File: config.mk
export PLATFORM = sky130hd
export DESIGN_NAME = ffc_out_buf_flat
export DESIGN_NICKNAME = d
export VERILOG_FILES = /design/src/rtl/core/ffc_pkg.sv /design/src/rtl/core/ffc_if.sv /design/src/rtl/core/ffc_out_buf.sv /design/src/flat_wrapper.sv
export SDC_FILE = /design/constraint.sdc
export NUM_CORES = 1
export LEC_CHECK = 0
export BUFFER_PORTS_ARGS = -buffer_cell sky130_fd_sc_hd__buf_2
export CAP_MARGIN = 30
export CORE_MARGIN = 5
export CORE_UTILIZATION = 55
export CTS_BUF_LIST = sky130_fd_sc_hd__clkbuf_16
export DETAILED_ROUTE_END_ITERATION = 6
export PLACE_DENSITY = 0.83
export SETUP_SLACK_MARGIN = 0.2
export SLEW_MARGIN = 20
export SYNTH_ARGS = -nofsm -noshare
export SYNTH_HDL_FRONTEND = slang
export SYNTH_SLANG_ARGS = --single-unit
export TNS_END_PERCENT = 30
File: constraint.sdc
create_clock -name clk -period 8.35 [get_ports clk]
set_input_delay 0.4175 -clock clk [delete_from_list [all_inputs] [get_ports clk]]
set_output_delay 0.4175 -clock clk [all_outputs]
set_load 0.03 [all_outputs]
File: src/rtl/core/ffc_pkg.sv
// Package for the full-convolution FIR filter: sizes, codes and shared types.
// Used by the channel interfaces, every module of the filter and its checker.
`timescale 1ns / 1ps
`default_nettype none

package ffc_pkg;

  localparam int TAPS         = 8;
  localparam int SAMPLE_WIDTH = 16;
  localparam int OUT_W        = 32;
  localparam int CFG_W        = 4;
  localparam int IDX_W        = 3;
  localparam int TAP_W        = $clog2(TAPS + 1);
  localparam int GROUP        = 4;
  localparam int NGROUPS      = (TAPS + GROUP - 1) / GROUP;

  typedef enum logic {
    CMD_LOAD   = 1'b0,
    CMD_SAMPLE = 1'b1
  } ffc_cmd_t;

  typedef enum logic {
    ST_RUN,
    ST_FLUSH
  } ffc_state_t;

  typedef logic signed [SAMPLE_WIDTH-1:0] ffc_sample_t;
  typedef logic signed [OUT_W-1:0]        ffc_acc_t;

  typedef struct packed {
    logic shift;
    logic clear;
    logic load;
    logic use_tap;
  } ffc_cell_ctl_t;

  typedef struct packed {
    logic valid;
    logic last;
  } ffc_tag_t;

  typedef struct packed {
    logic     valid;
    logic     last;
    ffc_acc_t sum;
  } ffc_res_t;

endpackage

`default_nettype wire

File: src/rtl/core/ffc_if.sv
// Valid/ready channel interfaces of the full-convolution FIR filter.
// Depends on ffc_pkg for the field widths.
`timescale 1ns / 1ps
`default_nettype none


interface ffc_out_if import ffc_pkg::*; ();
  logic                    valid;
  logic                    ready;
  logic signed [OUT_W-1:0] filter_output;
  logic                    end_of_output;

  modport source (output valid, output filter_output, output end_of_output, input ready);
  modport sink   (input valid, input filter_output, input end_of_output, output ready);
endinterface

`default_nettype wire

File: src/rtl/core/ffc_out_buf.sv
// Output register with a skid stage, so that the pipeline stops in the cycle after a stall.
// Depends on ffc_pkg and the result channel interface.
`timescale 1ns / 1ps
`default_nettype none

module ffc_out_buf import ffc_pkg::*; (
  input  logic      clk,
  input  logic      rst,
  input  ffc_res_t  res,
  output logic      en,
  ffc_out_if.source result
);

  logic     out_valid;
  ffc_acc_t out_sum;
  logic     out_last;
  logic     skid_valid;
  ffc_acc_t skid_sum;
  logic     skid_last;
  logic     take;

  assign en   = !skid_valid;
  assign take = !out_valid || result.ready;

  always_ff @(posedge clk) begin
    if (rst) begin
      out_valid  <= 1'b0;
      skid_valid <= 1'b0;
    end else if (take) begin
      if (skid_valid) begin
        out_valid  <= 1'b1;
        skid_valid <= 1'b0;
      end else begin
        out_valid <= res.valid;
      end
    end else if (res.valid && !skid_valid) begin
      skid_valid <= 1'b1;
    end
  end

  always_ff @(posedge clk) begin
    if (take) begin
      if (skid_valid) begin
        out_sum  <= skid_sum;
        out_last <= skid_last;
      end else if (res.valid) begin
        out_sum  <= res.sum;
        out_last <= res.last;
      end
    end else if (res.valid && !skid_valid) begin
      skid_sum  <= res.sum;
      skid_last <= res.last;
    end
  end

  assign result.valid         = out_valid;
  assign result.filter_output = out_sum;
  assign result.end_of_output = out_last;

endmodule

`default_nettype wire

File: src/flat_wrapper.sv
// flat-port wrapper written by rule: the top's interface ports become plain ports
module ffc_out_buf_flat import ffc_pkg::*;
  (clk, rst, res, en, result_valid, result_filter_output, result_end_of_output, result_ready);
  ffc_out_if result_i ();
  input  logic clk;
  input  logic rst;
  input  ffc_res_t res;
  output logic en;
  output wire logic [$bits(result_i.valid)-1:0] result_valid;
  output wire logic [$bits(result_i.filter_output)-1:0] result_filter_output;
  output wire logic [$bits(result_i.end_of_output)-1:0] result_end_of_output;
  input wire logic [$bits(result_i.ready)-1:0] result_ready;
  assign result_valid = result_i.valid;
  assign result_filter_output = result_i.filter_output;
  assign result_end_of_output = result_i.end_of_output;
  assign result_i.ready = result_ready;
  ffc_out_buf u_core (.clk(clk), .rst(rst), .res(res), .en(en), .result(result_i));
endmodule
# After elaboration in Yosys (flattened, before gate mapping)
# Index checks and enable logic that the tools add are counted.
dict set report totals {
  elab_cells 20
  reg_bits 68
  output_inout_bits 35
}
dict set report op_classes {
  muxes 5
  n_reduce_logical 8
  n_bitwise 1
}
# op n
set ops {}
lappend ops {{32-bit two-way mux} 2}
lappend ops {{2-bit AND reduction} 2}
lappend ops {{1-bit two-way mux} 3}
lappend ops {{1-bit zero test} 2}
lappend ops {{2-bit nonzero test} 1}
lappend ops {{2-bit OR reduction} 1}
lappend ops {{1-bit logical AND} 1}
lappend ops {{1-bit logical OR} 1}
lappend ops {{1-bit inverter} 1}

# Longest topological paths before layout
dict set report logic_depth {
  word_depth 4
  depth_mapped 4
  mapped_depth_nobuf 2
}

# Worst setup path after synthesis
# OpenSTA, ideal clock, no wires.
dict set report synth_timing {
  path_type {register to register}
  from {register u_core.out_valid, in the netlist u_core.result.valid}
  to {register u_core.skid_last (enable)}
  synth_period_minus_slack_ps 3619
  required_ps 7879
  path_slack_ps 4731
  t_arrival_ps 3148
  path_stages_with_launch 3
  path_cell_list {dfxtp_1 nand2b_1 nor3b_1}
}
dict set report synth_via {
  elab_chain_cells 4
}
# element line_no
set synth_lines {}
lappend synth_lines {{start, declared} ffc_out_buf.sv:14} ;# logic out_valid;
lappend synth_lines {{start signal, assigned} ffc_out_buf.sv:34} ;# out_valid <= res.valid;
lappend synth_lines {{1-bit zero test} ffc_out_buf.sv:23} ;# assign take = !out_valid || result.ready;
lappend synth_lines {{1-bit logical OR} ffc_out_buf.sv:23}
lappend synth_lines {{1-bit inverter (no source line)} --}
lappend synth_lines {{2-bit AND reduction (no source line)} --}
lappend synth_lines {{end signal, assigned} ffc_out_buf.sv:52} ;# skid_last <= res.last;
lappend synth_lines {{end, declared} ffc_out_buf.sv:19} ;# logic skid_last;
# No other way between the ends.
# A chain may end at the register's enable or synchronous reset.

# Worst setup path after layout
dict set report layout_timing {
  from {register u_core.skid_valid}
  to {register u_core.out_sum[28], in the netlist u_core.result.filter_output[28] (enable)}
}
dict set report layout_via {
  elab_chain_cells 2
}
# element line_no
set layout_lines {}
lappend layout_lines {{start, declared} ffc_out_buf.sv:17} ;# logic skid_valid;
lappend layout_lines {{start signal, assigned} ffc_out_buf.sv:28} ;# skid_valid <= 1'b0;
lappend layout_lines {{start signal, assigned} ffc_out_buf.sv:32} ;# skid_valid <= 1'b0;
lappend layout_lines {{start signal, assigned} ffc_out_buf.sv:37} ;# skid_valid <= 1'b1;
lappend layout_lines {{2-bit nonzero test (no source line)} --}
lappend layout_lines {{2-bit AND reduction (no source line)} --}
lappend layout_lines {{end signal, assigned} ffc_out_buf.sv:44} ;# out_sum <= skid_sum;
lappend layout_lines {{end signal, assigned} ffc_out_buf.sv:47} ;# out_sum <= res.sum;
lappend layout_lines {{end, declared} ffc_out_buf.sv:15} ;# ffc_acc_t out_sum;
# No other way between the ends.

==> run_results.csv <==
group,metric,value,unit
cts,clkSinkCount,68,
worst_setup_path,cp_slowest_cell,"dfxtp_2",
logic_synthesis,ys.flop_type,"edfxtp_1",
worst_setup_path,reg2reg_depth,3,
timing,fmax,424,MHz
logic_synthesis,ys_async_sr_fraction,0,
cts,cts_buffers,9,
global_routing,antenna_found_initial,0,
cts,cts_tree,"built",
worst_setup_path,crit_chain,"buf_16, o21a_1, buf_4",
power,p_leak,1.29,nW
worst_setup_path,r2r-end,"u_core.result.filter_output[28]",
min_path,hold_start,"rst",
timing,hold_viol_final,0,
min_path,min_path_cells,2,
worst_setup_path,crit_type,"register to register",
floorplan,die_area,0.00619,mm^2
logic_synthesis,synth_top_cell_area_share,0.764,
global_routing,grt_overflow,0,
logic_synthesis,synthDistinctLibCells,13,
timing,final_max_slew_viol_count,0,
logic_synthesis,yosys.area.top_type,"edfxtp_1",
timing,period_needed,2.36,ns
floorplan,initial_utilization,0.556,
cts,cts_root_buf,"clkbuf_16",
global_routing,grt_pass1_vias,1374,
logic_synthesis,synth-edff-count,66,
floorplan,rows,25,
logic_synthesis,synth_area,0.00259,mm^2
logic_synthesis,synth.area.top_cells,"edfxtp_1, mux2_4, mux2_2",
cts,htree_levels,3,
timing,rsz0062_at_grt,"no",
logic_synthesis,ys_top_cells_by_count,"edfxtp_1, mux2_4, mux2_2",
worst_setup_path,max_stage_delay,0.77,ns
timing,setup_viol,0,
floorplan,die_y,78.7,um
outcome,status,"complete, no violations",
logic_synthesis,syn_nets,149,
route,via_per_inst,5.09,
placed_design,gp_congestion,0.669,
floorplan,coreArea,0.00466,mm^2
logic_synthesis,ys_warn_count,0,
finish,stdcell_count,251,
worst_setup_path,cp_num_buf_inv,2,
floorplan,pin_count,72,
worst_setup_path,r2r_start,"u_core.skid_valid",
worst_setup_path,critPathCaptureType,"register",
cts,cts_setup_buffers,0,
placed_design,dp.cells,235,
logic_synthesis,synthCells,112,
global_routing,grt_busiest_layer,"met2",
worst_setup_path,arrival,2.36,ns
route,finalWirelength,4.47,mm
global_routing,met1_usage,0.183,
timing,slew_headroom,0.517,
floorplan,die_x,78.7,um
cts,ctsHoldBuffers,0,
power,cellPowerDensity,241,mW/mm^2
route,vias,1278,
finish,design_area,0.00325,mm^2
power,irDropWorstVdd,183,uV
route,drt_iter0_markers,70,
worst_setup_path,path_max_fanout,21,
global_routing,grt_pass1_wl,6.94,mm
global_routing,grt_use_met2,0.244,
min_path,hold_path_end,"u_core.result.valid",
logic_synthesis,synth_area_per_cell,23.1,um^2
logic_synthesis,ys_seq_area_frac,0.780,
finish,fin_util,0.698,
finish,finalNetCount,230,
cts,clock_latency,0.32,ns
route,wl_per_cell,17.8,um
timing,finClkSkew,0.00572,ns
logic_synthesis,yosysMostFrequentCell,"edfxtp_1",
worst_setup_path,critical-path-top-delay-family,"flip-flops",
global_routing,grt_max_degree,38,
route,drcViolationCount,0,
route,first_pass_iters,4,
global_routing,groute.layer.met3.usage,0.0780,
timing,tightest_slew,0.724,ns
cts,cts_buffer_depth,2,
worst_setup_path,worstPathRequired,8.35,ns
finish,fill_cells,298,
finish,final_layout_size_suffix_gt1_frac,0.609,
finish,area_growth_syn_to_layout,25.4,%
cts,clk_pin_slew,0.05,ns
route,ant_nets,0,
finish,diodes,0,
cts,cts.repair.resized,0,
placed_design,place_area,0.00297,mm^2
timing,fin_crit_sh,0.283,
timing,setup_tns,0,ns
job,maxCapViolCount,0,
logic_synthesis,synth_seq_cells,68,
worst_setup_path,cp-start-kind,"register",
global_routing,grt_use_total,0.158,
min_path,hold_path.class,"input port to register",
placed_design,portBuffers,71,
placed_design,dp_hpwl,2.92,mm
worst_setup_path,r2r_slack,5.99,ns
==> worst register-to-register path: stages (launching register included) <==
cell     delay [ns]
dfxtp_2        0.77
buf_16         0.24
o21a_1         0.62
buf_4          0.40
==> flip-flops by register name, summed over array words and instances, names as in the netlist <==
register and flops:
u_core.skid_sum 32, u_core.skid_valid 1, u_core.result.filter_output 32, u_core.result.valid 1
u_core.result.end_of_output 1, u_core.skid_last 1
==> layout by cell type (no fill, tap or decap) <==
cell type	instances
a21oi_1	1
edfxtp_1	66
nand2b_1	1
inv_1	3
nor2_1	1
dfxtp_1	1
nor3_1	1
dfxtp_2	1
clkinv_2	2
clkinv_1	2
buf_2	71
mux2_2	7
buf_16	1
clkbuf_16	9
mux2_4	26
buf_4	2
nor3b_2	1
o21a_1	1
==> layer usage <==
metal,vias to the layer above,routed length [um]
met5,-,0
li1,605,-
met3,6,338
met1,614,1850
met4,0,74
met2,53,2200
==> kinds of logic after synthesis <==
logic type,count (synthesis),synth area share
AO/OA/AOI/OAI,2,0.00483
flip-flops,68,0.780
multiplexers,33,0.181
AND/OR/NAND/NOR,4,0.00869
buffers and inverters,5,0.0256
==> metrics by stage <==
stage                     setup WS, ns  hold WS (ns)  total power [mW]
after global placement            5.99         0.530             0.472
final                             5.99         0.268             0.783
after global routing              5.90         0.266             0.812
after floorplan                   4.73         0.487             0.450
after detailed placement          5.88         0.534             0.474
after CTS                         5.85         0.260             0.791
==> layout make-up <==
cell class / instances / area (um^2) / area share
Multi-Input combinational cell: 39 / 509 / 0.157
Clock inverter: 6 / 25.0 / 0.00770
Timing Repair Buffer: 74 / 398 / 0.122
Inverter: 1 / 3.75 / 0.00115
Clock buffer: 9 / 225 / 0.0693
Tap cell: 54 / 67.6 / 0.0208
Sequential cell: 68 / 2020 / 0.622
==> how the worst max path moves through the flow <==
stage / from / end / slack [ns] / cells past startpoint
floorplan: u_core.result.valid / u_core.skid_last / 4.73 / 2
global placement: u_core.skid_valid / u_core.result.filter_output[30] / 5.99 / 2
detailed placement: u_core.skid_valid / u_core.result.filter_output[13] / 5.88 / 2
CTS: u_core.skid_valid / u_core.result.filter_output[21] / 5.85 / 2
global route: u_core.skid_valid / u_core.result.filter_output[28] / 5.90 / 3
finish: u_core.skid_valid / u_core.result.filter_output[28] / 5.99 / 3
==> power breakdown <==
group	internal, mW	total [mW]	switching [mW]
combinational	0.0272	0.0694	0.0422
sequential	0.394	0.399	0.00513
clock	0.193	0.315	0.122
total	0.614	0.783	0.169
(Power assumes the default switching activity.)
