### src/rtl/core/ffc_pkg.sv
// Package for the full-convolution FIR filter: sizes, codes and shared types.
// Used by the channel interfaces, every module of the filter and its checker.
`timescale 1ns / 1ps
`default_nettype none

package ffc_pkg;

  localparam int TAPS         = 8;
  localparam int SAMPLE_WIDTH = 16;
  localparam int OUT_W        = 32;
  localparam int CFG_W        = 4;
  localparam int IDX_W        = 3;
  localparam int TAP_W        = $clog2(TAPS + 1);
  localparam int GROUP        = 4;
  localparam int NGROUPS      = (TAPS + GROUP - 1) / GROUP;

  typedef enum logic {
    CMD_LOAD   = 1'b0,
    CMD_SAMPLE = 1'b1
  } ffc_cmd_t;

  typedef enum logic {
    ST_RUN,
    ST_FLUSH
  } ffc_state_t;

  typedef logic signed [SAMPLE_WIDTH-1:0] ffc_sample_t;
  typedef logic signed [OUT_W-1:0]        ffc_acc_t;

  typedef struct packed {
    logic shift;
    logic clear;
    logic load;
    logic use_tap;
  } ffc_cell_ctl_t;

  typedef struct packed {
    logic valid;
    logic last;
  } ffc_tag_t;

  typedef struct packed {
    logic     valid;
    logic     last;
    ffc_acc_t sum;
  } ffc_res_t;

endpackage

`default_nettype wire

### src/rtl/core/ffc_cell.sv
// One tap of the filter: a delay-line stage, its coefficient and a registered product.
// Depends on ffc_pkg.
`timescale 1ns / 1ps
`default_nettype none

module ffc_cell import ffc_pkg::*; (
  input  logic          clk,
  input  logic          rst,
  input  ffc_cell_ctl_t ctl,
  input  ffc_sample_t   coef_data,
  input  ffc_sample_t   sample_in,
  output ffc_sample_t   sample,
  output ffc_acc_t      product
);

  ffc_sample_t                      coef;
  ffc_sample_t                      coef_used;
  logic signed [2*SAMPLE_WIDTH-1:0] mult;

  assign coef_used = ctl.use_tap ? coef : '0;
  assign mult      = coef_used * sample_in;

  always_ff @(posedge clk) begin
    if (rst) begin
      coef   <= '0;
      sample <= '0;
    end else begin
      if (ctl.load) begin
        coef <= coef_data;
      end
      if (ctl.shift) begin
        sample <= ctl.clear ? '0 : sample_in;
      end
    end
  end

  always_ff @(posedge clk) begin
    if (ctl.shift) begin
      product <= OUT_W'(mult);
    end
  end

endmodule

`default_nettype wire

### config.mk
export PLATFORM = sky130hd
export DESIGN_NAME = ffc_cell
export DESIGN_NICKNAME = d
export VERILOG_FILES = /design/src/rtl/core/ffc_pkg.sv /design/src/rtl/core/ffc_cell.sv
export SDC_FILE = /design/constraint.sdc
export NUM_CORES = 1
export LEC_CHECK = 0
export CORE_AREA = 2 2 152 154
export CTS_BUF_LIST = sky130_fd_sc_hd__clkbuf_2
export CTS_CLUSTER_SIZE = 40
export DETAILED_ROUTE_END_ITERATION = 12
export DIE_AREA = 0 0 154 156
export DONT_BUFFER_PORTS = 1
export PLACE_DENSITY = 0.81
export SLEW_MARGIN = 20
export SYNTH_ARGS = -nofsm -noshare
export SYNTH_HDL_FRONTEND = slang
export SYNTH_SLANG_ARGS = --single-unit
### constraint.sdc
create_clock -name clk -period 19.7 [get_ports clk]
set_input_delay 1.97 -clock clk [delete_from_list [all_inputs] [get_ports clk]]
set_output_delay 1.97 -clock clk [all_outputs]
set_load 0.03 [all_outputs]
Word-level counts from Yosys, hierarchy flattened
Index checks and enable logic that the tools add are counted.
- bits in registers: 64
- output and inout bits: 48
- $mul: 1
- muxes and demuxes: 2
- operators by type and width (cell ; number):
    $mul 16x16->32 ; 1
    $mux 16 ; 2

Longest topological paths before layout
Gate-level depths: netlist (run 1).
- depth after elaboration: 2
- depth in mapped cells: 25
- depth with buffers taken out: 22

Worst setup path before layout (run 1)
No wires, ideal clock.
- kind: input-to-reg
- start: input ctl[0] (netlist name)
- end: register product[30], data pin
- data arrival time: 7.736 ns
- cell stages on the path: 22
- path slack: 11.701 ns
- library setup time: 0.264 ns
- data required time: 19.436 ns
- cell sequence: clkbuf_1 > and2_1 > clkbuf_1 > nand2_1 > inv_1 > fa_1 > fa_1 > fa_1 > fa_1 > fa_1 > inv_1 > fa_1 > inv_1 > ha_1 > a21oi_1 > o21ai_0 > a221oi_1 > o21a_1 > o31ai_2 > a22oi_1 > a31oi_1 > xor2_1
- word-level cells in the longest chain between the ends: 2
- ends and longest elaborated chain (element ; line ; text):
    start, declared ; ffc_cell.sv:9 ; input ffc_cell_ctl_t ctl,
    $mux 16 ; ffc_cell.sv:20 ; assign coef_used = ctl.use_tap ? coef : '0;
    $mul 16x16->32 ; ffc_cell.sv:21 ; assign mult = coef_used * sample_in;
    via mult[30] ; ffc_cell.sv:18 ; logic signed [2*SAMPLE_WIDTH-1:0] mult;
    end signal, assigned ; ffc_cell.sv:39 ; product <= OUT_W'(mult);
    end, declared ; ffc_cell.sv:13 ; output ffc_acc_t product
The timed path passes the listed nets, and every way through them passes these cells.
A chain may end at the register's enable or synchronous reset.

Final worst setup path (run 1)
Same ends and word-level chain as after synthesis.

==> results_dict.tcl, run 1 <==
set metrics [dict create \
    status "complete, no violations" \
    wl_per_cell_um 19.32 \
    grt_pass1_vias 9040 \
    drc 0 \
    place.gp.congestion 0.9392 \
    finalHoldViolations 0 \
    cp-startpoint "ctl[0]" \
    wirelength_um 29040 \
    grt_pass1_wl_um 46850 \
    initial_utilization_pct 54.22 \
    clock_latency_ns 0.61 \
    multiInputGateArea_um2 9194 \
    regArea_um2 1602 \
    path_max_fanout 141 \
    io_buffers 0 \
    fin_crit_sh_pct 39.98 \
    io_pins 86 \
    crit_type "in2reg" \
    drive_gt1_share_pct 2.383 \
    rows 55 \
    worstPathArrival_ns 8.36 \
    slew_headroom_pct 61.41 \
    antenna_found_initial 1 \
    cts_buffers 9 \
    vias 8573 \
    final_cell_mix "inv_1 (288), fa_1 (262), nand2_1 (125)" \
    stdcell_area_um2 12400 \
    regToRegEndpoint "product[30]$_DFFE_PP_" \
    fillers 1858 \
    die_x_um 154 \
    ctsRootBufferMaster "clkbuf_2" \
    layout_commonest_cell "inv_1" \
    drt_pass1_iterations 7 \
    cp_slowest_cell "fa_1" \
    critPathMaxStageDelay_ns 0.86 \
    cts_resized 0 \
    r2r_cells 19 \
    drv_slew 0 \
    fin_setup_tns_ns 0 \
    r2r_start "coef[15]$_SDFFE_PP0P_" \
    hold_class "reg2reg" \
    worstHoldEndpoint "coef[15]$_SDFFE_PP0P_" \
    die-area_um2 24020 \
    viasPerCell 5.704 \
    placed_area_um2 12230 \
    crit_top_cell "fa_1" \
    hp-start "coef[15]$_SDFFE_PP0P_" \
    grt_max_degree 142 \
    clock-sinks 64 \
    crit_family "adder cells" \
    whs_path_depth 2 \
    holdBufCountCts 0 \
    ant_nets 0 \
    post-route-min-period_ns 7.877 \
    path_cells "and2_1 > nand2_1 > inv_1 > fa_1 > fa_1 > fa_1 > fa_1 > fa_1 > inv_1 > fa_1 > inv_1 > ha_1 > nand4_1 > nor2_1 > nand4_1 > o31ai_2 > a22oi_1 > a31oi_1 > xor2_1" \
    ys_seq_area_share_pct 13.21 \
    ys_types 49 \
    setup_viol_count_final 0 \
    postCtsSetupBuffers 0 \
    rsz0062_at_grt "no" \
    tritoncts "yes" \
    hpwl_um 22760 \
    maxCapViolations 0 \
    max_freq_ghz 0.1270 \
    htree_levels 3 \
    ys_dominant_reg_cell "edfxtp_1" \
    crit_path_end_kind "flop" \
    syn_nets 1647 \
    path_buf_inv 3 \
    ir_drop_mv 0.07852 \
    syn-cell-area_um2 12130 \
    synthCells 1265 \
    initialDrtViolationCount 754 \
    fin_worst_skew_ns 0.02817 \
    worst_pin_slew_ns 0.5643 \
    power_leakage_nw 6.466 \
    avgSynthCellArea_um2 9.585 \
    ys_ff_latch 64 \
    synth_edf_count 32 \
    critPathRequiredTime_ns 20.18 \
    hold_slack_ns 0.6315 \
    die_h_um 156 \
    cp-start-kind "primary input" \
    power_uw 839.6 \
    rrSetupSlack_ns 12.69 \
    grt_overflow 0 \
    clk_path_buf_depth 2 \
    synth_warnings 0 \
    synthArstFlopShare_pct 0 \
    core-area_um2 22370 \
    area_growth_pct 2.249 \
    grt_usage_pct 25.29 \
    cts.clk_slew.worst_paths_ns 0.23 \
    power_density_nw_per_um2 67.72 \
    num-nets-final 1594 \
]
synthesized netlist by cell type, types with 2 or more instances:
library cell  instances  share of area (%)
nand2_1             125                3.9
mux2i_1              16                1.3
and3_1              123                6.3
edfxtp_1             32                7.9
o21ai_2               4               0.29
o21ai_0              12               0.50
nand3b_1             16               0.99
nor2b_1               3               0.15
inv_1               288                8.9
a21o_1                2               0.12
nand3_1               9               0.37
ha_1                 82                8.5
nor2_1               44                1.4
and2_1               16               0.83
nand4_1               4               0.21
xor2_1                8               0.58
a21o_2                3               0.22
o21bai_1              3               0.19
xnor2_1              28                2.0
nand2b_1             21                1.1
dfxtp_1              32                5.3
o21a_1                5               0.31
a21oi_1              41                1.7
fa_1                262                 43
clkbuf_1             61                1.9
nor3_1                2              0.083
through the flow:
step                      utilization, %  setup slack (ns)  instances
after floorplan                        -             11.70       1265
after global placement             54.70             11.39       1486
after detailed placement           54.70             11.25       1486
after CTS                          55.42             11.93       1502
after global routing               55.44             11.53       1503
final                              55.44             11.82       1503
how the worst max path moves through the flow:
stage | cells past startpoint | slack, ns | to
detailed placement | 19 | 11.25 | product[30]$_DFFE_PP_
finish | 19 | 11.82 | product[30]$_DFFE_PP_
CTS | 19 | 11.93 | product[30]$_DFFE_PP_
global route | 19 | 11.53 | product[30]$_DFFE_PP_
global placement | 19 | 11.39 | product[30]$_DFFE_PP_
floorplan | 22 | 11.70 | product[30]$_DFFE_PP_
cell families after synthesis:
family / count (synthesis) / share of synthesized area [%]
mux: 16 / 1.321
buf+inv: 352 / 10.97
simple gates: 369 / 15.67
compound gates: 84 / 4.510
xor+xnor: 36 / 2.600
fa+ha+maj: 344 / 51.72
flops: 64 / 13.21
metal layers:
metal | vias to the layer above | share of wire (%) | track usage, %
met2 | 435 | 50 | 42.39
li1 | 3764 | - | -
met1 | 4276 | 38 | 32.59
met4 | 0 | 4.5 | 10.46
met5 | - | 0 | 0
met3 | 98 | 8.0 | 4.722
worst min-delay path: cells and delay by family, from the launching register on:
kind	cells	cell delay, ns
multiplexers	1	0.15
AND/OR/NAND/NOR	1	0.05
flip-flops	1	0.42
report_power, final:
part / leakage (nW) / switching, mW / internal, mW
combinational: 5.79 / 0.269 / 0.199
clock: 0.0945 / 0.0600 / 0.0550
sequential: 0.581 / 0.0680 / 0.188
total: 6.47 / 0.397 / 0.442
registers in the layout (all words and copies together) (netlist names):
register  count
sample       16
product      32
coef         16
final cells by class:
type                       instances  area share (%)
clock buffer                       9          0.3633
clock inverter                     7          0.9486
tap                              285           2.876
sequential                        64           12.92
antenna                            1         0.02018
multi-input combinational        849           74.16
inverter                         288           8.719
Power figures use the tool's default switching activity.
==> run 2, diff against run 1 <==
Clock period 19.7 ns to 7.6 ns, I/O delays scaled along.
==> results_dict.tcl, run 2 (synthesis gave the netlist of run 1 again) <==
set metrics [dict create \
    clock-sinks 64 \
    grt_usage_pct 25.07 \
    finalHoldViolations 0 \
    die_x_um 154 \
    slew_headroom_pct 61.85 \
    path_depth 19 \
    crit_top_cell "fa_1" \
    worstPathArrival_ns 7.56 \
    critPathMaxStageDelay_ns 0.86 \
    place.gp.congestion 0.9465 \
    grt_overflow 0 \
    clock_latency_ns 0.60 \
    maxCapViolations 0 \
    fin_crit_sh_pct 93.55 \
    regToRegEndpoint "product[30]$_DFFE_PP_" \
    drive_gt1_share_pct 2.623 \
    r2r_start "coef[15]$_SDFFE_PP0P_" \
    top_regs "product (32), coef (16), sample (16)" \
    antenna_found_initial 1 \
    stdcell_area_um2 12420 \
    hpwl_um 22810 \
    worst_pin_slew_ns 0.5579 \
    hold_class "in2reg" \
    fin_worst_skew_ns 0.01648 \
    power_density_nw_per_um2 174.4 \
    cp-startpoint "coef[15]$_SDFFE_PP0P_" \
    rrSetupSlack_ns 0.49 \
    cts_resized 0 \
    seq_power_share_pct 30.6 \
    power_switching_share_pct 47.22 \
    crit_type "reg2reg" \
    io_pins 86 \
    die-area_um2 24020 \
    postCtsSetupBuffers 0 \
    holdBufCountCts 0 \
    cp-start-kind "flop" \
    ant_nets 0 \
    drt_pass1_iterations 5 \
    status "complete, no violations" \
    rsz0062_at_grt "no" \
    setup_viol_count_final 0 \
    crit_path_end_kind "flop" \
    wl_met2_um 14190 \
    critPathRequiredTime_ns 8.05 \
    core-area_um2 22370 \
    initial_utilization_pct 54.22 \
    path_max_fanout 12 \
    vias 8541 \
    wl_met3_um 1862 \
    grt_pass1_wl_um 46420 \
    clk_path_buf_depth 2 \
    p_sw_mw 1.023 \
    viasPerCell 5.671 \
    ir_drop_mv 0.2495 \
    initialDrtViolationCount 719 \
    r2r_cells 19 \
    cts.clk_slew.worst_paths_ns 0.23 \
    final_cell_mix "inv_1 (288), fa_1 (262), nand2_1 (125)" \
    grt_pass1_vias 8986 \
    rows 55 \
    grt_max_degree 142 \
    placed_area_um2 12260 \
    top_layer "met4" \
    num-nets-final 1597 \
    tritoncts "yes" \
    path_cells "and2_1 > nand2_1 > inv_1 > fa_1 > fa_1 > fa_1 > fa_1 > fa_1 > inv_1 > fa_1 > inv_1 > ha_1 > nand4_1 > nor2_1 > nand4_1 > o31ai_2 > a22oi_1 > a31oi_1 > xor2_1" \
    fin_setup_tns_ns 0 \
    ctsRootBufferMaster "clkbuf_2" \
    cp_slowest_cell "fa_1" \
    wl_per_cell_um 19.11 \
    io_buffers 0 \
    crit_family "adder cells" \
    die_h_um 156 \
    internal_power_mw 1.143 \
    htree_levels 3 \
    clock_power_share_pct 13.7 \
    layout_commonest_cell "inv_1" \
    drv_slew 0 \
    pwr-share-comb_pct 55.7 \
    largest-register "product" \
    drc 0 \
    post-route-min-period_ns 7.110 \
    cp-endpoint "product[30]$_DFFE_PP_" \
    largest_register_ffs 32 \
    path_buf_inv 3 \
    power_leakage_nw 6.481 \
    max_freq_ghz 0.1407 \
    wirelength_um 28780 \
    m1WireLength_um 11200 \
    area_growth_pct 2.436 \
    cts_buffers 9 \
]
[run 2: layout make-up]
class	instances	area (um2)
Inverter	288	1081
Antenna cell	1	2.502
Sequential cell	64	1602
Clock inverter	7	117.6
Timing Repair Buffer	3	22.52
Multi-Input combinational cell	849	9194
Fill cell	1858	9945
Clock buffer	9	45.04
Tap cell	285	356.6
[run 2: worst min path at each step]
| stage | from | to | cells past startpoint |
|---|---|---|---|
| after floorplan | coef[15]$_SDFFE_PP0P_ | coef[15]$_SDFFE_PP0P_ | 2 |
| after global placement | sample[3]$_SDFFE_PP0P_ | sample[3]$_SDFFE_PP0P_ | 2 |
| after detailed placement | sample[7]$_SDFFE_PP0P_ | sample[7]$_SDFFE_PP0P_ | 2 |
| after CTS | rst | sample[4]$_SDFFE_PP0P_ | 1 |
| after global routing | rst | sample[4]$_SDFFE_PP0P_ | 1 |
| final | rst | sample[4]$_SDFFE_PP0P_ | 1 |
[run 2: power by group through the flow]
| stage | Sequential [mW] | Combinational, mW | Clock (mW) |
|---|---|---|---|
| 2_1_floorplan | 0.648 | 0.961 | 0 |
| 3_3_place_gp | 0.676 | 1.16 | 0 |
| 3_5_place_dp | 0.674 | 1.20 | 0 |
| 4_1_cts | 0.668 | 1.21 | 0.301 |
| 5_1_grt | 0.673 | 1.36 | 0.312 |
| 6_report | 0.663 | 1.21 | 0.297 |
[run 2: per-layer routing]
layer / vias to the layer above / global-route usage, %
li1: 3763 / -
met1: 4308 / 32.12
met2: 370 / 41.21
met3: 100 / 4.528
met4: 0 / 12.73
met5: - / 0
[run 2: through the flow]
| stage | cells | worst slack [ns] | power, mW | hold WS (ns) | utilization (%) |
|---|---|---|---|---|---|
| floorplan | 1265 | 0.8106 | 1.608 | 0.5085 | - |
| global placement | 1489 | 0.4559 | 1.834 | 0.6003 | 54.80 |
| detailed placement | 1489 | 0.2586 | 1.877 | 0.6064 | 54.80 |
| CTS | 1505 | 0.5420 | 2.179 | 0.1512 | 55.52 |
| global route | 1506 | 0.1221 | 2.343 | 0.1445 | 55.54 |
| finish | 1506 | 0.4904 | 2.166 | 0.1871 | 55.54 |
