**config.mk**
```make
export PLATFORM = sky130hd
export DESIGN_NAME = ffc_adder
export DESIGN_NICKNAME = d
export VERILOG_FILES = /design/src/rtl/core/ffc_pkg.sv /design/src/rtl/core/ffc_adder.sv
export SDC_FILE = /design/constraint.sdc
export NUM_CORES = 1
export LEC_CHECK = 0
export BUFFER_PORTS_ARGS = -buffer_cell sky130_fd_sc_hd__clkbuf_2
export CORE_ASPECT_RATIO = 0.7
export CORE_MARGIN = 4
export CORE_UTILIZATION = 25
export CTS_BUF_LIST = sky130_fd_sc_hd__clkbuf_4 sky130_fd_sc_hd__clkbuf_8 sky130_fd_sc_hd__clkbuf_16
export CTS_CLUSTER_SIZE = 14
export DETAILED_ROUTE_END_ITERATION = 16
export HOLD_SLACK_MARGIN = 0.02
export PLACE_DENSITY_LB_ADDON = 0.08
export REMOVE_ABC_BUFFERS = 1
export SYNTH_ARGS = -nofsm -noshare
export SYNTH_HDL_FRONTEND = slang
export SYNTH_SLANG_ARGS = --single-unit
```
**constraint.sdc**
```tcl
create_clock -name clk -period 9.95 [get_ports clk]
set_input_delay 2.985 -clock clk [delete_from_list [all_inputs] [get_ports clk]]
set_output_delay 2.985 -clock clk [all_outputs]
set_load 0.1 [all_outputs]
```
**src/rtl/core/ffc_pkg.sv**
```systemverilog
// Package for the full-convolution FIR filter: sizes, codes and shared types.
// Used by the channel interfaces, every module of the filter and its checker.
`timescale 1ns / 1ps
`default_nettype none

package ffc_pkg;

  localparam int TAPS         = 8;
  localparam int SAMPLE_WIDTH = 16;
  localparam int OUT_W        = 32;
  localparam int CFG_W        = 4;
  localparam int IDX_W        = 3;
  localparam int TAP_W        = $clog2(TAPS + 1);
  localparam int GROUP        = 4;
  localparam int NGROUPS      = (TAPS + GROUP - 1) / GROUP;

  typedef enum logic {
    CMD_LOAD   = 1'b0,
    CMD_SAMPLE = 1'b1
  } ffc_cmd_t;

  typedef enum logic {
    ST_RUN,
    ST_FLUSH
  } ffc_state_t;

  typedef logic signed [SAMPLE_WIDTH-1:0] ffc_sample_t;
  typedef logic signed [OUT_W-1:0]        ffc_acc_t;

  typedef struct packed {
    logic shift;
    logic clear;
    logic load;
    logic use_tap;
  } ffc_cell_ctl_t;

  typedef struct packed {
    logic valid;
    logic last;
  } ffc_tag_t;

  typedef struct packed {
    logic     valid;
    logic     last;
    ffc_acc_t sum;
  } ffc_res_t;

endpackage

`default_nettype wire

```
**src/rtl/core/ffc_adder.sv**
```systemverilog
// Two-stage adder tree that sums the tap products, wrapping at the output width.
// Depends on ffc_pkg.
`timescale 1ns / 1ps
`default_nettype none

module ffc_adder import ffc_pkg::*; (
  input  logic     clk,
  input  logic     rst,
  input  logic     en,
  input  ffc_tag_t tag_in,
  input  ffc_acc_t products [TAPS],
  output ffc_res_t res
);

  ffc_acc_t group_sum  [NGROUPS];
  ffc_acc_t group_next [NGROUPS];
  ffc_tag_t tag_a;
  ffc_acc_t total;

  always_comb begin
    for (int g = 0; g < NGROUPS; g++) begin
      group_next[g] = '0;
    end
    for (int k = 0; k < TAPS; k++) begin
      group_next[k / GROUP] = group_next[k / GROUP] + products[k];
    end
  end

  always_ff @(posedge clk) begin
    if (rst) begin
      tag_a <= '0;
    end else if (en) begin
      tag_a <= tag_in;
    end
  end

  always_ff @(posedge clk) begin
    if (en) begin
      group_sum <= group_next;
    end
  end

  always_comb begin
    total = '0;
    for (int g = 0; g < NGROUPS; g++) begin
      total = total + group_sum[g];
    end
  end

  assign res = '{valid: tag_a.valid, last: tag_a.last, sum: total};

endmodule

`default_nettype wire

```
# Word level (Yosys, flattened, before mapping)
# Cells that the tools add are included.
[op_classes]
addsub = 7
[ops]
columns = ["operator", "count"]
rows = [
  ["32-bit adder", 7],
]
[word_totals]
ff_bits = 66
word_cells = 11
out_inout_bits = 34
inputBits = 261

# Longest topological paths before layout
# Gate-level depths: netlist of the first run.
[logic_depth]
word_depth = 3
depth_mapped = 15
mapped_depth_nobuf = 14

# Worst setup path before layout of the first run
# OpenSTA, ideal clock, no wires.
[synth_path]
path_kind = "register to output"
start = "reg group_sum[0] (netlist name)"
end = "out res[28] (netlist name)"
arrival_ns = 3.682
required_ns = 6.965
n_path_buf = 0
path_slack_ns = 3.283
stages_incl_launch_ff = 13
cell_sequence = "edfxtp_1 ha_1 inv_1 fa_1 nor2b_1 o21ai_1 a21boi_0 o31ai_1 and2_1 o31ai_4 a21oi_1 a41oi_1 xor2_1"
[synth_rtl]
columns = ["item", "line", "text"]
rows = [
  ["from (decl)", "ffc_adder.sv:15", "ffc_acc_t group_sum [NGROUPS];"],
  ["from (signal assigned)", "ffc_adder.sv:39", "group_sum <= group_next;"],
  ["to (decl)", "ffc_adder.sv:12", "output ffc_res_t res"],
]

==> flow_results.xml, run 1 <==
<?xml version="1.0" encoding="UTF-8"?>
<metrics>
  <group name="timing">
    <metric name="final_max_slew_viol_count" unit="">0</metric>
    <metric name="fmax" unit="MHz">150.3</metric>
    <metric name="final.setup_skew" unit="ns">0</metric>
    <metric name="hold_viol" unit="">0</metric>
    <metric name="rsz0062_at_grt" unit="">false</metric>
    <metric name="timing.slew.headroom" unit="">0.4028</metric>
    <metric name="setup_tns" unit="ns">0</metric>
    <metric name="worst-slew-pin-transition" unit="ns">0.8958</metric>
    <metric name="final_min_period_over_clock_period" unit="">0.6688</metric>
    <metric name="final_setup_violations" unit="">0</metric>
    <metric name="final.min_clock_period" unit="ns">6.655</metric>
  </group>
  <group name="detailed_routing">
    <metric name="antenna_violating_nets_post_route" unit="">0</metric>
    <metric name="avgRoutedWirePerCell" unit="µm">13.08</metric>
    <metric name="wl" unit="mm">26.65</metric>
    <metric name="dr.first_iter.drc_count" unit="">262</metric>
    <metric name="detail_route.vias_per_cell" unit="">4.072</metric>
    <metric name="number_of_remaining_drc_errors" unit="">0</metric>
    <metric name="dr_total_vias" unit="">8295</metric>
    <metric name="drtPass1Iterations" unit="">4</metric>
  </group>
  <group name="worst_hold_path">
    <metric name="whs_endpoint" unit="">res[32]$_SDFFE_PP0P_</metric>
    <metric name="hp-start" unit="">res[32]$_SDFFE_PP0P_</metric>
    <metric name="min_path_type" unit="">reg2reg</metric>
    <metric name="hold_depth" unit="">2</metric>
  </group>
  <group name="synthesis">
    <metric name="synth_flop_cell" unit="">sky130_fd_sc_hd__edfxtp_1</metric>
    <metric name="synth-edff-count" unit="">64</metric>
    <metric name="combinational_family_with_the_most_area_after_synthesis" unit="">adder cells</metric>
    <metric name="synthMostInstantiatedCell" unit="">sky130_fd_sc_hd__inv_1</metric>
    <metric name="syn-mean-instance-area" unit="µm²">8.754</metric>
    <metric name="synth_cells" unit="">1186</metric>
    <metric name="synth-warning-count" unit="">0</metric>
    <metric name="synth.ff_latch_count" unit="">66</metric>
    <metric name="yosys.cell_types.count" unit="">66</metric>
    <metric name="synth_top_cells_by_area" unit="">sky130_fd_sc_hd__fa_1, sky130_fd_sc_hd__edfxtp_1, sky130_fd_sc_hd__inv_1</metric>
    <metric name="synth_common_cells" unit="">sky130_fd_sc_hd__inv_1, sky130_fd_sc_hd__fa_1, sky130_fd_sc_hd__ha_1</metric>
    <metric name="synth_largest_type_area_fraction" unit="">0.2410</metric>
    <metric name="synth_largest_area_cell" unit="">sky130_fd_sc_hd__fa_1</metric>
    <metric name="synthesis.area" unit="mm²">0.01038</metric>
    <metric name="synth-seq-area-share" unit="">0.1890</metric>
    <metric name="synthArstFlopShare" unit="">0</metric>
    <metric name="yosys-mux-area-fraction" unit="">0.001928</metric>
    <metric name="synthSimpleGateAreaFrac" unit="">0.08086</metric>
    <metric name="synth_compound_area_frac" unit="">0.1688</metric>
    <metric name="post_synth_xor_area_fraction" unit="">0.07170</metric>
    <metric name="synth-adder-area-share" unit="">0.3531</metric>
  </group>
  <group name="global_routing">
    <metric name="globalRouteOverflowTotal" unit="">0</metric>
    <metric name="grt_first_pass_wirelength" unit="mm">43.22</metric>
    <metric name="maximum_number_of_pins_on_one_net_before_global_route_repair" unit="">67</metric>
    <metric name="grt_usage" unit="">0.1190</metric>
    <metric name="first_global_vias" unit="">8678</metric>
    <metric name="grt_antenna_before_repair" unit="">0</metric>
  </group>
  <group name="finish">
    <metric name="fillers" unit="">4396</metric>
    <metric name="num-nets-final" unit="">1967</metric>
    <metric name="diodes" unit="">0</metric>
    <metric name="drive_above_1_share" unit="">0.2224</metric>
    <metric name="synthToLayoutAreaGrowth" unit="%">23.28</metric>
  </group>
  <group name="placed_design">
    <metric name="place_congestion" unit="">0.8235</metric>
    <metric name="numPortBuffers" unit="">294</metric>
    <metric name="dp_hpwl" unit="mm">23.53</metric>
  </group>
  <group name="clock_tree">
    <metric name="max-clock-path-buffers" unit="">2</metric>
    <metric name="path_clk_slew" unit="ns">0.06</metric>
    <metric name="cts.root.buffer_cell" unit="">sky130_fd_sc_hd__clkbuf_16</metric>
    <metric name="cts_bufs_inserted" unit="">9</metric>
    <metric name="cts.hold.buffers_added" unit="">0</metric>
    <metric name="deepest_level_of_the_cts_h_tree" unit="">3</metric>
    <metric name="clk-insertion-delay-late" unit="ns">0.33</metric>
    <metric name="numClockSinks" unit="">66</metric>
    <metric name="cts_setup_buffers" unit="">0</metric>
    <metric name="cts.repair.resized" unit="">0</metric>
    <metric name="tritoncts" unit="">done</metric>
  </group>
  <group name="flow_run">
    <metric name="maxCapViolCount" unit="">0</metric>
  </group>
  <group name="setup_path">
    <metric name="timing.setup.critical_path_class" unit="">reg2out</metric>
    <metric name="critical_path_required" unit="ns">6.97</metric>
    <metric name="endpoint_of_the_worst_register_to_register_path" unit="">res[33]$_SDFFE_PP0P_</metric>
    <metric name="worstSetupEndpointType" unit="">primary output</metric>
    <metric name="critical_path_peak_fanout" unit="">4</metric>
    <metric name="crit-reg2reg-launch" unit="">res[33]$_SDFFE_PP0P_</metric>
    <metric name="cp-start-kind" unit="">flop</metric>
    <metric name="reg2reg_depth" unit="">2</metric>
    <metric name="timing.critical_path.arrival" unit="ns">3.67</metric>
    <metric name="regToRegSetupSlack" unit="ns">9.37</metric>
  </group>
  <group name="floorplan">
    <metric name="start_util" unit="">0.2530</metric>
    <metric name="die_h" unit="µm">178.5</metric>
    <metric name="core_box_area" unit="mm²">0.04104</metric>
    <metric name="die_area" unit="mm²">0.04491</metric>
    <metric name="design.portCount" unit="">295</metric>
    <metric name="die_w" unit="µm">251.6</metric>
    <metric name="std_cell_rows" unit="">62</metric>
  </group>
  <group name="run_status">
    <metric name="outcome" unit="">finished clean</metric>
  </group>
</metrics>
cell families (layout without fill, tap and decap cells):
family | after synthesis | after routing
buffers and inverters | 372 | 679
AOI/OAI and AO/OA | 262 | 262
adders and majority gates | 218 | 218
and+or+nand+nor | 181 | 181
xor gates and xnor gates | 85 | 85
DFF | 66 | 66
muxes | 2 | 2
critical path, stage by stage, from the launching register on:
cell                       delay [ns]
sky130_fd_sc_hd__edfxtp_1        0.34
sky130_fd_sc_hd__ha_1            0.19
sky130_fd_sc_hd__inv_1           0.06
sky130_fd_sc_hd__fa_1            0.40
sky130_fd_sc_hd__nor2b_1         0.13
sky130_fd_sc_hd__o21ai_1         0.08
sky130_fd_sc_hd__a21boi_0        0.32
sky130_fd_sc_hd__o31ai_1         0.15
sky130_fd_sc_hd__and2_1          0.22
sky130_fd_sc_hd__o31ai_4         0.29
sky130_fd_sc_hd__a21oi_1         0.20
sky130_fd_sc_hd__a41oi_1         0.31
sky130_fd_sc_hd__xor2_1          0.17
sky130_fd_sc_hd__clkbuf_2        0.47
registers in the layout (all words and copies together), names as in the netlist:
signal / flops
group_sum: 64
res: 2
cell type report:
class	count	area, µm²	share of cell area
clock inverters	4	20.02	0.001564
multi-input cells	748	7023	0.5487
inverters	368	1381	0.1079
flip-flops and latches	66	1962	0.1533
well taps	544	680.7	0.05318
repair buffers	295	1479	0.1155
clock buffers	12	254.0	0.01984
metrics by stage:
stage,setup slack (ns),area (µm²),hold WS [ns],cells,util
3_5_place_dp,3.102,12530,0.4869,2021,0.3052
2_1_floorplan,3.283,10370,0.9705,1182,-
4_1_cts,3.196,12800,0.5009,2037,0.3119
5_1_grt,2.914,12800,0.5307,2037,0.3119
6_report,3.295,12800,0.4947,2037,0.3119
3_3_place_gp,3.146,12530,0.4855,2021,0.3052
per-layer routing:
layer | global-route usage | part of all wire | vias to the layer above
met4 | 0.02934 | 0.012 | 0
li1 | - | - | 4384
met3 | 0.01355 | 0.036 | 14
met5 | 0 | 0 | -
met2 | 0.1718 | 0.40 | 153
met1 | 0.1871 | 0.55 | 3744
worst max-delay path by stage:
stage	start	end	slack (ns)	cells past startpoint
detailed placement	products[129]	group_sum[63]$_DFFE_PP_	3.10	14
global route	group_sum[32]$_DFFE_PP_	res[28]	2.91	13
floorplan	group_sum[0]$_DFFE_PP_	res[28]	3.28	12
finish	group_sum[32]$_DFFE_PP_	res[28]	3.30	13
CTS	group_sum[32]$_DFFE_PP_	res[28]	3.20	13
global placement	products[129]	group_sum[63]$_DFFE_PP_	3.15	14
cell usage in the layout, fill, tap and decap left out, types with 3 or more instances in the layout:
master,instances
sky130_fd_sc_hd__or3_1,3
sky130_fd_sc_hd__a21o_1,49
sky130_fd_sc_hd__o21a_1,14
sky130_fd_sc_hd__xnor2_1,62
sky130_fd_sc_hd__a21oi_1,79
sky130_fd_sc_hd__xor2_1,23
sky130_fd_sc_hd__o22ai_1,3
sky130_fd_sc_hd__o21ai_1,3
sky130_fd_sc_hd__nand4_1,6
sky130_fd_sc_hd__clkinv_2,4
sky130_fd_sc_hd__and3_1,5
sky130_fd_sc_hd__a211oi_1,7
sky130_fd_sc_hd__o21ai_0,38
sky130_fd_sc_hd__clkbuf_2,293
sky130_fd_sc_hd__nand2_1,46
sky130_fd_sc_hd__clkbuf_16,9
sky130_fd_sc_hd__nand3_1,16
sky130_fd_sc_hd__nor2_1,64
sky130_fd_sc_hd__fa_1,125
sky130_fd_sc_hd__a221oi_1,3
sky130_fd_sc_hd__nor2b_1,4
sky130_fd_sc_hd__and2_1,6
sky130_fd_sc_hd__nor3_1,13
sky130_fd_sc_hd__ha_1,93
sky130_fd_sc_hd__o211ai_1,6
sky130_fd_sc_hd__inv_1,368
sky130_fd_sc_hd__o21bai_1,14
sky130_fd_sc_hd__edfxtp_1,64
sky130_fd_sc_hd__o31ai_1,3
sky130_fd_sc_hd__a21boi_0,3
sky130_fd_sc_hd__nand2b_1,5
sky130_fd_sc_hd__a31oi_1,10
Power of run 1 is left out: the tool's default activity adds up to more than one toggle a clock period on the data nets, which glitch-free logic cannot reach.
==> run 2, diff against run 1 <==
==> constraint.sdc (replaced) <==
create_clock -name clk -period 5.6 [get_ports clk]
set_input_delay 1.68 -clock clk [delete_from_list [all_inputs] [get_ports clk]]
set_output_delay 1.68 -clock clk [all_outputs]
set_load 0.1 [all_outputs]
==> run 2 against run 1 <==
Compared with the run above: worst setup slack worse by 3.0 ns; design area up 0.23%; critical path depth fell by 2; die area stayed put; critical endpoint is now res[25].
==> flow_results.xml, run 2 (synthesized netlist as in run 1, its figures left out) <==
<?xml version="1.0" encoding="UTF-8"?>
<metrics>
  <group name="timing">
    <metric name="final_setup_violations" unit="">0</metric>
    <metric name="worst-slew-pin-transition" unit="ns">1.084</metric>
    <metric name="final.setup_skew" unit="ns">0</metric>
    <metric name="fmax" unit="MHz">187.3</metric>
    <metric name="final.min_clock_period" unit="ns">5.338</metric>
    <metric name="rsz0062_at_grt" unit="">false</metric>
    <metric name="final_max_slew_viol_count" unit="">0</metric>
    <metric name="timing.slew.headroom" unit="">0.2775</metric>
    <metric name="setup_tns" unit="ns">0</metric>
    <metric name="hold_viol" unit="">0</metric>
    <metric name="final_min_period_over_clock_period" unit="">0.9532</metric>
    <metric name="final.hold.worst_slack" unit="ns">0.5003</metric>
  </group>
  <group name="placed_design">
    <metric name="numPortBuffers" unit="">294</metric>
    <metric name="dp_hpwl" unit="mm">24.00</metric>
    <metric name="place_congestion" unit="">0.8199</metric>
    <metric name="post-place-cells" unit="">2022</metric>
    <metric name="dpl-instance-area" unit="mm²">0.01253</metric>
  </group>
  <group name="flow_run">
    <metric name="maxCapViolCount" unit="">0</metric>
  </group>
  <group name="clock_tree">
    <metric name="max-clock-path-buffers" unit="">2</metric>
    <metric name="path_clk_slew" unit="ns">0.06</metric>
    <metric name="deepest_level_of_the_cts_h_tree" unit="">3</metric>
    <metric name="cts.root.buffer_cell" unit="">sky130_fd_sc_hd__clkbuf_16</metric>
    <metric name="cts_setup_buffers" unit="">0</metric>
    <metric name="numClockSinks" unit="">66</metric>
    <metric name="cts_bufs_inserted" unit="">9</metric>
    <metric name="clk-insertion-delay-late" unit="ns">0.33</metric>
    <metric name="tritoncts" unit="">done</metric>
  </group>
  <group name="detailed_routing">
    <metric name="avgRoutedWirePerCell" unit="µm">13.34</metric>
    <metric name="detail_route.vias_per_cell" unit="">4.056</metric>
    <metric name="wl" unit="mm">27.18</metric>
    <metric name="antenna_violating_nets_post_route" unit="">0</metric>
    <metric name="dr_total_vias" unit="">8267</metric>
    <metric name="dr.first_iter.drc_count" unit="">277</metric>
    <metric name="number_of_remaining_drc_errors" unit="">0</metric>
    <metric name="drtPass1Iterations" unit="">5</metric>
  </group>
  <group name="setup_path">
    <metric name="crit-reg2reg-launch" unit="">res[33]$_SDFFE_PP0P_</metric>
    <metric name="timing.critical_path.cells" unit="">ha_1 &gt; a211oi_1 &gt; o21ai_0 &gt; nand3_1 &gt; o211ai_1 &gt; o21ai_0 &gt; o21ai_2 &gt; a311oi_1 &gt; o21bai_1 &gt; xor2_1 &gt; clkbuf_2</metric>
    <metric name="reg2reg_depth" unit="">2</metric>
    <metric name="worst-path-buf-inv" unit="">1</metric>
    <metric name="critical_path_required" unit="ns">3.92</metric>
    <metric name="delay_of_the_slowest_cell_on_the_worst_path" unit="ns">0.49</metric>
    <metric name="worst_setup_path_startpoint" unit="">group_sum[1]$_DFFE_PP_</metric>
    <metric name="timing.critical_path.arrival" unit="ns">3.66</metric>
    <metric name="timing.setup.critical_path_class" unit="">reg2out</metric>
    <metric name="endpoint_of_the_worst_register_to_register_path" unit="">res[33]$_SDFFE_PP0P_</metric>
    <metric name="critical_path_peak_fanout" unit="">5</metric>
    <metric name="worstSetupEndpointType" unit="">primary output</metric>
    <metric name="crit_path_top_delay_cell" unit="">sky130_fd_sc_hd__clkbuf_2</metric>
    <metric name="regToRegSetupSlack" unit="ns">5.00</metric>
    <metric name="timing.critical_path.mode_cell" unit="">sky130_fd_sc_hd__o21ai_0</metric>
    <metric name="critical_path_depth" unit="">11</metric>
    <metric name="cp-start-kind" unit="">flop</metric>
    <metric name="critical_path_sink" unit="">res[25]</metric>
    <metric name="path_delay_family" unit="">compound AO/OA/AOI/OAI gates</metric>
  </group>
  <group name="global_routing">
    <metric name="grt_usage" unit="">0.1219</metric>
    <metric name="globalRouteOverflowTotal" unit="">0</metric>
    <metric name="grt_antenna_before_repair" unit="">0</metric>
    <metric name="first_global_vias" unit="">8698</metric>
    <metric name="grt_first_pass_wirelength" unit="mm">44.48</metric>
    <metric name="maximum_number_of_pins_on_one_net_before_global_route_repair" unit="">43</metric>
  </group>
  <group name="floorplan">
    <metric name="core_box_area" unit="mm²">0.04104</metric>
    <metric name="design.portCount" unit="">295</metric>
    <metric name="die_w" unit="µm">251.6</metric>
    <metric name="die_h" unit="µm">178.5</metric>
    <metric name="std_cell_rows" unit="">62</metric>
    <metric name="start_util" unit="">0.2530</metric>
    <metric name="die_area" unit="mm²">0.04491</metric>
  </group>
  <group name="finish">
    <metric name="ff_latch_area" unit="mm²">0.001962</metric>
    <metric name="max_flop_register" unit="">group_sum</metric>
    <metric name="finish.cell_count_without_fillers" unit="">2038</metric>
    <metric name="fillers" unit="">4432</metric>
    <metric name="mostFrequentLayoutCell" unit="">sky130_fd_sc_hd__inv_1</metric>
    <metric name="synthToLayoutAreaGrowth" unit="%">23.56</metric>
    <metric name="most-common-layout-cells" unit="">sky130_fd_sc_hd__inv_1, sky130_fd_sc_hd__clkbuf_2, sky130_fd_sc_hd__fa_1</metric>
    <metric name="num-nets-final" unit="">1968</metric>
    <metric name="multi_input_area" unit="mm²">0.007023</metric>
    <metric name="largest_register_ffs" unit="">64</metric>
    <metric name="layout.cell_area.non_filler" unit="mm²">0.01283</metric>
    <metric name="drive_above_1_share" unit="">0.2229</metric>
    <metric name="diodes" unit="">0</metric>
  </group>
  <group name="run_status">
    <metric name="outcome" unit="">finished clean</metric>
  </group>
  <group name="worst_hold_path">
    <metric name="min_path_type" unit="">reg2reg</metric>
  </group>
</metrics>
## run 2: changes by cell type in the layout (fill, tap and decap cells not counted), sizes merged
cell / before / now
inv: 368 / 369
clkbuf: 305 / 304
clkinvlp: 0 / 2
clkinv: 4 / 2
buf: 2 / 3
## run 2: final cells by class
cell class	instances	share of cell area
multi-input combinational	748	0.5474
sequential	66	0.1529
timing repair buffer	296	0.1163
inverter	368	0.1077
tap	544	0.05306
clock buffer	11	0.01970
clock inverter	5	0.002926
## run 2: per-stage QoR
stage | setup WS, ns | utilization
final | 0.2622 | 0.3126
after global routing | 0.03514 | 0.3126
after CTS | 0.1333 | 0.3125
after detailed placement | 0.02991 | 0.3054
after global placement | 0.08248 | 0.3054
after floorplan | 0.2382 | -
## run 2: layer usage
layer | routed length, µm | GRT usage | up-vias
met5 | 0 | 0 | -
met4 | 302 | 0.02680 | 0
met3 | 1124 | 0.01516 | 14
met2 | 10920 | 0.1751 | 167
met1 | 14830 | 0.1930 | 3701
li1 | - | - | 4385
## run 2: worst min-delay path by stage
stage / from / to / slack, ns / cells after the start
after floorplan: res[32]$_SDFFE_PP0P_ / res[32]$_SDFFE_PP0P_ / 0.97 / 2
after global placement: res[32]$_SDFFE_PP0P_ / res[32]$_SDFFE_PP0P_ / 0.49 / 2
final: res[32]$_SDFFE_PP0P_ / res[32]$_SDFFE_PP0P_ / 0.50 / 2
after global routing: res[32]$_SDFFE_PP0P_ / res[32]$_SDFFE_PP0P_ / 0.54 / 2
after detailed placement: res[32]$_SDFFE_PP0P_ / res[32]$_SDFFE_PP0P_ / 0.49 / 2
after CTS: res[32]$_SDFFE_PP0P_ / res[32]$_SDFFE_PP0P_ / 0.51 / 2
## run 2: tightest hold or removal path, cell delays in order (launching register included)
cell and delay [ns]:
sky130_fd_sc_hd__dfxtp_1 0.33, sky130_fd_sc_hd__mux2i_1 0.06, sky130_fd_sc_hd__nor2_1 0.08
## run 2: timing repair
action                                  4_1_cts  5_1_grt
hold endpoints to repair                      0        0
endpoints found under the setup margin        0        2
hold buffers                                  0        0
gates resized for setup                       0        5
Power of run 2 is left out for the same reason.
